<file path="src/mic_pkg.sv">
// Shared types, register map constants and offset decode for the interrupt controller.
package mic_pkg;

  localparam int unsigned NUM_BANKS  = 4;
  localparam int unsigned BANK_W     = (NUM_BANKS > 1) ? $clog2(NUM_BANKS) : 1;
  localparam int unsigned NUM_LINES  = NUM_BANKS * 32;
  localparam int unsigned ACT_W      = BANK_W + 5;
  localparam int unsigned LINE_EXT_W = 8;

  localparam logic [11:0] OFS_IDENT    = 12'h000;
  localparam logic [11:0] OFS_SYSCFG   = 12'h010;
  localparam logic [11:0] OFS_SYSSTAT  = 12'h014;
  localparam logic [11:0] OFS_ACTIVE   = 12'h040;
  localparam logic [11:0] OFS_ACTIVE_F = 12'h044;
  localparam logic [11:0] OFS_CTRL     = 12'h048;
  localparam logic [11:0] OFS_PROT     = 12'h04C;
  localparam logic [11:0] OFS_IDLE     = 12'h050;
  localparam logic [11:0] OFS_PRIO_I   = 12'h060;
  localparam logic [11:0] OFS_PRIO_F   = 12'h064;
  localparam logic [11:0] OFS_THRESH   = 12'h068;
  localparam logic [11:0] BANK_BASE    = 12'h080;
  localparam int unsigned BANK_STRIDE  = 32'h20;
  localparam logic [11:0] BANK_END     = 12'(32'h80 + NUM_BANKS * BANK_STRIDE);

  localparam logic [4:0] SUB_STATUS   = 5'h00;
  localparam logic [4:0] SUB_MASK     = 5'h04;
  localparam logic [4:0] SUB_MASK_CLR = 5'h08;
  localparam logic [4:0] SUB_MASK_SET = 5'h0C;
  localparam logic [4:0] SUB_ZERO_A   = 5'h10;
  localparam logic [4:0] SUB_ZERO_B   = 5'h14;
  localparam logic [4:0] SUB_PENDING  = 5'h18;
  localparam logic [4:0] SUB_ZERO_C   = 5'h1C;

  localparam int unsigned SOFT_RESET_BIT = 1;
  localparam logic [31:0] IDENT_VALUE    = 32'h0000_0040;
  localparam logic [31:0] SYSSTAT_VALUE  = 32'h0000_0001;
  localparam logic [31:0] THRESH_VALUE   = 32'h0000_00FF;
  localparam logic [31:0] MASK_RESET     = 32'hFFFF_FFFF;

  typedef enum logic [1:0] {
    CMD_LINE  = 2'd0,
    CMD_READ  = 2'd1,
    CMD_WRITE = 2'd2
  } mic_cmd_e;

  typedef enum logic [3:0] {
    REG_NONE,
    REG_IDENT,
    REG_SYSCFG,
    REG_SYSSTAT,
    REG_ACTIVE,
    REG_ZERO,
    REG_THRESH,
    REG_BK_STATUS,
    REG_BK_MASK,
    REG_BK_MASK_CLR,
    REG_BK_MASK_SET,
    REG_BK_PENDING,
    REG_BK_ZERO
  } mic_reg_e;

  typedef logic [31:0] mic_word_t;

  typedef struct packed {
    logic [1:0]  command;
    logic [11:0] offset;
    logic [31:0] write_data;
    logic [6:0]  line;
    logic        level;
  } mic_in_t;

  typedef struct packed {
    logic [31:0] read_data;
    logic        irq_out;
    logic        bad_offset;
  } mic_out_t;

  typedef struct packed {
    mic_reg_e          kind;
    logic [BANK_W-1:0] bank;
  } mic_dec_t;

  function automatic mic_dec_t mic_decode(input logic [11:0] offset);
    mic_dec_t    dec;
    logic [11:0] rel;
    rel      = offset - BANK_BASE;
    dec.kind = REG_NONE;
    dec.bank = rel[5 +: BANK_W];
    unique case (offset)
      OFS_IDENT:   dec.kind = REG_IDENT;
      OFS_SYSCFG:  dec.kind = REG_SYSCFG;
      OFS_SYSSTAT: dec.kind = REG_SYSSTAT;
      OFS_ACTIVE:  dec.kind = REG_ACTIVE;
      OFS_ACTIVE_F, OFS_CTRL, OFS_PROT, OFS_IDLE, OFS_PRIO_I, OFS_PRIO_F:
        dec.kind = REG_ZERO;
      OFS_THRESH:  dec.kind = REG_THRESH;
      default: begin
        if (offset >= BANK_BASE && offset < BANK_END) begin
          unique case (rel[4:0])
            SUB_STATUS:   dec.kind = REG_BK_STATUS;
            SUB_MASK:     dec.kind = REG_BK_MASK;
            SUB_MASK_CLR: dec.kind = REG_BK_MASK_CLR;
            SUB_MASK_SET: dec.kind = REG_BK_MASK_SET;
            SUB_PENDING:  dec.kind = REG_BK_PENDING;
            SUB_ZERO_A, SUB_ZERO_B, SUB_ZERO_C: dec.kind = REG_BK_ZERO;
            default:      dec.kind = REG_NONE;
          endcase
        end
      end
    endcase
    return dec;
  endfunction

endpackage

</file>
<file path="src/mic_state.sv">
// Line status, mask and config word registers with their update logic.
module mic_state (
  input  logic                       clk_i,
  input  logic                       rst_ni,
  input  logic                       en_i,
  input  mic_pkg::mic_in_t           item_i,
  output mic_pkg::mic_word_t         status_o [mic_pkg::NUM_BANKS],
  output mic_pkg::mic_word_t         mask_o   [mic_pkg::NUM_BANKS],
  output mic_pkg::mic_word_t         syscfg_o,
  output logic                       irq_o
);
  import mic_pkg::*;

  mic_word_t status_q [NUM_BANKS];
  mic_word_t status_d [NUM_BANKS];
  mic_word_t mask_q   [NUM_BANKS];
  mic_word_t mask_d   [NUM_BANKS];
  mic_word_t syscfg_q, syscfg_d;

  mic_dec_t                dec;
  logic [LINE_EXT_W-1:0]   line_ext;
  logic [BANK_W-1:0]       line_bank;
  logic                    line_ok;

  assign dec       = mic_decode(item_i.offset);
  assign line_ext  = {1'b0, item_i.line};
  assign line_bank = line_ext[5 +: BANK_W];
  assign line_ok   = 32'(line_ext) < NUM_LINES;

  always_comb begin
    status_d = status_q;
    mask_d   = mask_q;
    syscfg_d = syscfg_q;
    if (en_i) begin
      unique case (item_i.command)
        CMD_LINE: begin
          if (line_ok) begin
            status_d[line_bank][item_i.line[4:0]] = item_i.level;
          end
        end
        CMD_WRITE: begin
          unique case (dec.kind)
            REG_SYSCFG: begin
              if (item_i.write_data[SOFT_RESET_BIT]) begin
                // soft reset: restore every register
                for (int b = 0; b < NUM_BANKS; b++) begin
                  status_d[b] = '0;
                  mask_d[b]   = MASK_RESET;
                end
                syscfg_d = '0;
              end else begin
                syscfg_d = item_i.write_data;
              end
            end
            REG_BK_MASK:     mask_d[dec.bank] = item_i.write_data;
            REG_BK_MASK_CLR: mask_d[dec.bank] = mask_q[dec.bank] & ~item_i.write_data;
            REG_BK_MASK_SET: mask_d[dec.bank] = mask_q[dec.bank] | item_i.write_data;
            default: ;
          endcase
        end
        default: ;
      endcase
    end
  end

  always_comb begin
    irq_o = 1'b0;
    for (int b = 0; b < NUM_BANKS; b++) begin
      irq_o = irq_o | (|(status_d[b] & ~mask_d[b]));
    end
  end

  always_ff @(posedge clk_i or negedge rst_ni) begin
    if (!rst_ni) begin
      for (int b = 0; b < NUM_BANKS; b++) begin
        status_q[b] <= '0;
        mask_q[b]   <= MASK_RESET;
      end
      syscfg_q <= '0;
    end else begin
      status_q <= status_d;
      mask_q   <= mask_d;
      syscfg_q <= syscfg_d;
    end
  end

  assign status_o = status_q;
  assign mask_o   = mask_q;
  assign syscfg_o = syscfg_q;

endmodule

</file>
<file path="src/mic_read.sv">
// Register read mux, active-line priority encoder and offset error flag.
module mic_read (
  input  mic_pkg::mic_in_t   item_i,
  input  mic_pkg::mic_word_t status_i [mic_pkg::NUM_BANKS],
  input  mic_pkg::mic_word_t mask_i   [mic_pkg::NUM_BANKS],
  input  mic_pkg::mic_word_t syscfg_i,
  output logic [31:0]        read_data_o,
  output logic               bad_offset_o
);
  import mic_pkg::*;

  mic_dec_t          dec;
  mic_word_t         pend     [NUM_BANKS];
  logic [4:0]        low_bit  [NUM_BANKS];
  logic [NUM_BANKS-1:0] bank_hit;
  logic [ACT_W-1:0]  active;
  logic              is_bus;

  assign dec    = mic_decode(item_i.offset);
  assign is_bus = (item_i.command == CMD_READ) || (item_i.command == CMD_WRITE);

  // lowest set bit in each bank
  always_comb begin
    for (int b = 0; b < NUM_BANKS; b++) begin
      pend[b]     = status_i[b] & ~mask_i[b];
      bank_hit[b] = |pend[b];
      low_bit[b]  = '0;
      for (int k = 31; k >= 0; k--) begin
        if (pend[b][k]) low_bit[b] = 5'(k);
      end
    end
  end

  // lowest bank with anything pending; zero when nothing is
  always_comb begin
    active = '0;
    for (int b = NUM_BANKS - 1; b >= 0; b--) begin
      if (bank_hit[b]) active = {BANK_W'(b), low_bit[b]};
    end
  end

  always_comb begin
    read_data_o = '0;
    if (item_i.command == CMD_READ) begin
      unique case (dec.kind)
        REG_IDENT:       read_data_o = IDENT_VALUE;
        REG_SYSCFG:      read_data_o = syscfg_i;
        REG_SYSSTAT:     read_data_o = SYSSTAT_VALUE;
        REG_ACTIVE:      read_data_o = 32'(active);
        REG_THRESH:      read_data_o = THRESH_VALUE;
        REG_BK_STATUS:   read_data_o = status_i[dec.bank];
        REG_BK_MASK, REG_BK_MASK_CLR, REG_BK_MASK_SET:
                         read_data_o = mask_i[dec.bank];
        REG_BK_PENDING:  read_data_o = pend[dec.bank];
        default:         read_data_o = '0;
      endcase
    end
  end

  assign bad_offset_o = is_bus && (dec.kind == REG_NONE);

endmodule

</file>
<file path="src/masked_interrupt_controller.sv">
// Top level of the masked interrupt controller: input and result registers.
//
// Input channel (in_valid_i / in_stall_o / in_item_i) carries one transaction
// per item: a line level change, a 32-bit register read or a 32-bit write.
// Output channel (out_valid_o / out_stall_i / out_item_o) returns exactly one
// result per item: read data, the parent IRQ level after the item, and a flag
// for an undecoded offset.
// An accepted item lands in the input register; when the result register can
// take it, the decode, the state update and the 128-line priority encoder run
// in one pass and the result is written to the output register. Throughput is
// one item per cycle while the receiver does not stall, set by the single pass
// through the encoder and read mux.
// When the receiver stalls, the result register holds its transaction and the
// input register holds one more item; in_stall_o then rises until the result
// drains. State changes only when an item moves into the result register.
// Asynchronous reset clears both registers' valid flags, the status and
// config words, and sets every mask bit. A write of the soft-reset bit to the
// config register does the same to the state, in line with item order.
module masked_interrupt_controller (
  input  logic              clk_i,
  input  logic              rst_ni,
  input  logic              in_valid_i,
  output logic              in_stall_o,
  input  mic_pkg::mic_in_t  in_item_i,
  output logic              out_valid_o,
  input  logic              out_stall_i,
  output mic_pkg::mic_out_t out_item_o
);
  import mic_pkg::*;

  logic      in_valid_q, in_valid_d;
  mic_in_t   in_item_q;
  logic      out_valid_q, out_valid_d;
  mic_out_t  out_item_q, out_item_d;
  logic      advance;
  logic      load;

  mic_word_t status [NUM_BANKS];
  mic_word_t mask   [NUM_BANKS];
  mic_word_t syscfg;
  logic      irq_next;
  logic [31:0] read_data;
  logic      bad_offset;

  assign advance    = in_valid_q && (!out_valid_q || !out_stall_i);
  assign in_stall_o = in_valid_q && !advance;
  assign load       = in_valid_i && !in_stall_o;

  assign in_valid_d  = load || (in_valid_q && !advance);
  assign out_valid_d = advance || (out_valid_q && out_stall_i);

  mic_state u_state (
    .clk_i    (clk_i),
    .rst_ni   (rst_ni),
    .en_i     (advance),
    .item_i   (in_item_q),
    .status_o (status),
    .mask_o   (mask),
    .syscfg_o (syscfg),
    .irq_o    (irq_next)
  );

  mic_read u_read (
    .item_i       (in_item_q),
    .status_i     (status),
    .mask_i       (mask),
    .syscfg_i     (syscfg),
    .read_data_o  (read_data),
    .bad_offset_o (bad_offset)
  );

  always_comb begin
    out_item_d            = out_item_q;
    if (advance) begin
      out_item_d.read_data  = read_data;
      out_item_d.irq_out    = irq_next;
      out_item_d.bad_offset = bad_offset;
    end
  end

  always_ff @(posedge clk_i or negedge rst_ni) begin
    if (!rst_ni) begin
      in_valid_q  <= 1'b0;
      out_valid_q <= 1'b0;
    end else begin
      in_valid_q  <= in_valid_d;
      out_valid_q <= out_valid_d;
    end
  end

  // payload registers: load on accept, hold otherwise
  always_ff @(posedge clk_i) begin
    if (load) begin
      in_item_q <= in_item_i;
    end
    out_item_q <= out_item_d;
  end

  assign out_valid_o = out_valid_q;
  assign out_item_o  = out_item_q;

endmodule

</file>
<file path="config.mk">
export PLATFORM = sky130hd
export DESIGN_NAME = masked_interrupt_controller
export DESIGN_NICKNAME = d
export VERILOG_FILES = /design/src/mic_pkg.sv /design/src/mic_state.sv /design/src/mic_read.sv /design/src/masked_interrupt_controller.sv
export SDC_FILE = /design/constraint.sdc
export NUM_CORES = 2
export LEC_CHECK = 0
export ABC_AREA = 1
export BUFFER_PORTS_ARGS = -buffer_cell sky130_fd_sc_hd__buf_2
export CAP_MARGIN = 5
export CORE_MARGIN = 2
export CORE_UTILIZATION = 30
export CTS_CLUSTER_DIAMETER = 200
export DETAILED_ROUTE_END_ITERATION = 16
export PLACE_DENSITY = 0.53
export SLEW_MARGIN = 20
export SYNTH_ARGS = -nofsm -noshare
export SYNTH_HDL_FRONTEND = slang
export SYNTH_HIERARCHICAL = 1
export SYNTH_SLANG_ARGS = --single-unit
</file>
<file path="constraint.sdc">
create_clock -name clk_i -period 6.72 [get_ports clk_i]
set_input_delay 0.336 -clock clk_i [delete_from_list [all_inputs] [get_ports clk_i]]
set_output_delay 0.336 -clock clk_i [all_outputs]
set_load 0.01 [all_outputs]
</file>
==> results.cfg <==
[outcome]
status = completed

[timing]
fin_tns_setup_ps = 0
drv_slew = 0
setup_ws_ps = 1631
worst_pin_slew_ps = 1130
hold_viol = 0
skew_ps = 36.66
finalSetupViolations = 0
fmax_mhz = 196.5
rsz0062_at_grt = false
slew_headroom = 0.2465
holdWs_ps = 2.136
period_minus_slack_ps = 5089
period_share = 0.7573

[drt]
via_per_inst = 5.494
first_iter_violations = 4484
wl_per_cell_um = 22.93
wl_um = 162000
dr.pass1.iters = 6
num_vias = 38820
drc_errors = 0
ant_nets = 0

[final_layout]
stdcell_area_sq_um = 37410
area_growth_syn_to_layout_pct = 12.36
multi_input_area_sq_um = 19110
finish.net_count = 5589
fin_cells = 7065
ff_latch_area_sq_um = 10030
fill_cells = 12080
drive_above_1_share = 0.08341
fin_util = 0.3390

[clock_network]
ctsLongestPathBuffers = 3
h-tree-depth = 2
clkSinkCount = 377
clk_pin_slew_ps = 60
insertion_delay_ps = 660
post-cts-setup-buffer-count = 0
cts_buffers = 53
tritoncts = yes
clockRootBuffer = clkbuf_16

[floorplan]
start_util = 0.3017
die_h_um = 337.1
fp-row-count = 122
dieArea_sq_um = 113700
num_io_pins = 94
die_width_um = 337.1
core_area_sq_um = 110400

[synthesis]
synth-edff-count = 88
synth_cell_types = 58
synth.most_common_cell = nand2_1
syn_inst = 5614
synthXorXnorAreaFrac = 0
ys_ff_latch = 377
synth_top_family_by_area = simple AND/OR/NAND/NOR gates
synth_top_cell_area_share = 0.2106
synth.area.mux_share = 0
synth_area_leaders = nand2_1 (21%), dfrtp_1 (12%), dfstp_2 (10%)
synth-simple-area-share = 0.3267
syn_area_sq_um = 33290
syn_area_per_cell_sq_um = 5.930
yosysSeqAreaShare = 0.3014
ys.warnings.count = 6
synth_fa_ha_area_frac = 0.0003758
async_flop_share = 0.7666
synth_top_flop_cell = dfrtp_1
synth_compound_area_frac = 0.2430
synth.net_count = 5673
synth_common_cells = nand2_1 (1868), inv_1 (703), nor2_1 (528), o21ai_0 (520), a21oi_1 (379)
yosysTopAreaCell = nand2_1

[placement]
io_buffer_count = 93
place_congestion = 1.015
hpwl_um = 109800
post-place-ws_ps = 1825
dpl.cell_count = 6906
postPlaceCellArea_sq_um = 34970

[critical_path]
critPathMaxFanout = 211
path_class = reg2reg
crit_chain = buf_12 > inv_4 > nor4_2 > inv_1 > nor3_2 > inv_2 > nand2_1 > nor2_1 > inv_2 > nand2_2 > nand2_1 > inv_2 > buf_4 > nand2_1 > o21ai_1 > a221oi_1 > nor2_1
reg2reg_depth = 17
rrSetupSlack_ps = 1630
required_ps = 7080
cpPeakStageDelay_ps = 900
cpMaxStageDelayCell = a221oi_1
worstSetupStartpointType = flip-flop
critPathArrivalTime_ps = 5450
cp-end-kind = flip-flop

[power_and_ir_drop]
leakagePower_nw = 16.68
power_density_nw_per_um2 = 229.4
vdd.ir_drop.worst_v = 0.0001801
p_total_mw = 8.580

[grt]
grt_pass1_vias = 34970
top_usage_layer = met2
use_met2 = 0.4151
grt_max_degree = 212
grtUsageMet3 = 0.05541
grt_pass1_wl_um = 236000
use_met1 = 0.3855
antenna_found_initial = 7
gr-total-overflow = 0
grtUsageTotal = 0.2780

[flow_run]
cap_violations = 0

[hold_path]
whs_path_depth = 1
min_path_type = in2reg
==> worst paths after layout <==
check | from | to
hold / removal | in_item_i[37] | in_item_q[37]
min in group asynchronous | rst_ni | u_state/status_o[95]
hold reg to reg | u_state/syscfg_o[19] | u_state/syscfg_o[19]
setup reg to reg | in_item_q[45] | out_item_o[24]
setup / recovery | in_item_q[45] | out_item_o[24]
max in group asynchronous | rst_ni | u_state/status_o[67]
==> per-layer routing <==
metal  routed length (um)  vias up
met4                 8020        6
met3                17550      351
li1                     -    18170
met2                67670     2135
met5                   41        -
met1                68700    18150
==> timing repair <==
| action | in CTS | in global routing |
|---|---|---|
| endpoints found under the hold margin | 94 | 1 |
| gates resized for setup | 0 | 0 |
| hold buffers | 54 | 1 |
==> area by class of cell <==
class	count	area share
clock buffers	77	0.04368
well taps	1488	0.04977
diodes	2	0.0001338
repair buffers	219	0.04555
clock inverters	23	0.005653
flip-flops and latches	377	0.2682
inverters	756	0.07619
multi-input cells	4123	0.5108
==> flip-flops by register name (all words and copies together) (netlist names) <==
register,cells
in_item_q,54
in_valid_q,1
out_item_o,34
out_valid_o,1
u_state/mask_o,128
u_state/status_o,128
u_state/syscfg_o,31
==> kinds of logic after synthesis <==
family / count (synthesis)
simple gates: 2740
compound gates: 1381
buf+inv: 1114
flops: 377
fa+ha+maj: 1
other cells: 1
==> worst max-delay path: cells and delay by family (launching register included) <==
family | cells | cell delay (ps)
simple gates | 8 | 1400
compound gates | 2 | 960
flops | 1 | 470
buf+inv | 7 | 1780
==> power breakdown <==
| part | internal [mW] | total [mW] | switching (mW) |
|---|---|---|---|
| logic | 0.693 | 2.58 | 1.89 |
| clock network | 1.80 | 3.05 | 1.24 |
| registers | 2.65 | 2.95 | 0.301 |
==> cell usage in the layout, fill, tap and decap left out, types with 88 or more instances in the layout <==
cell	n
nor3_1	93
buf_2	92
nand3_1	163
dfrtp_1	161
edfxtp_1	88
a21oi_1	378
dfstp_2	128
o21ai_0	520
nor2_1	521
o31ai_1	141
inv_1	700
nand2_1	1864
(Power assumes the default switching activity.)
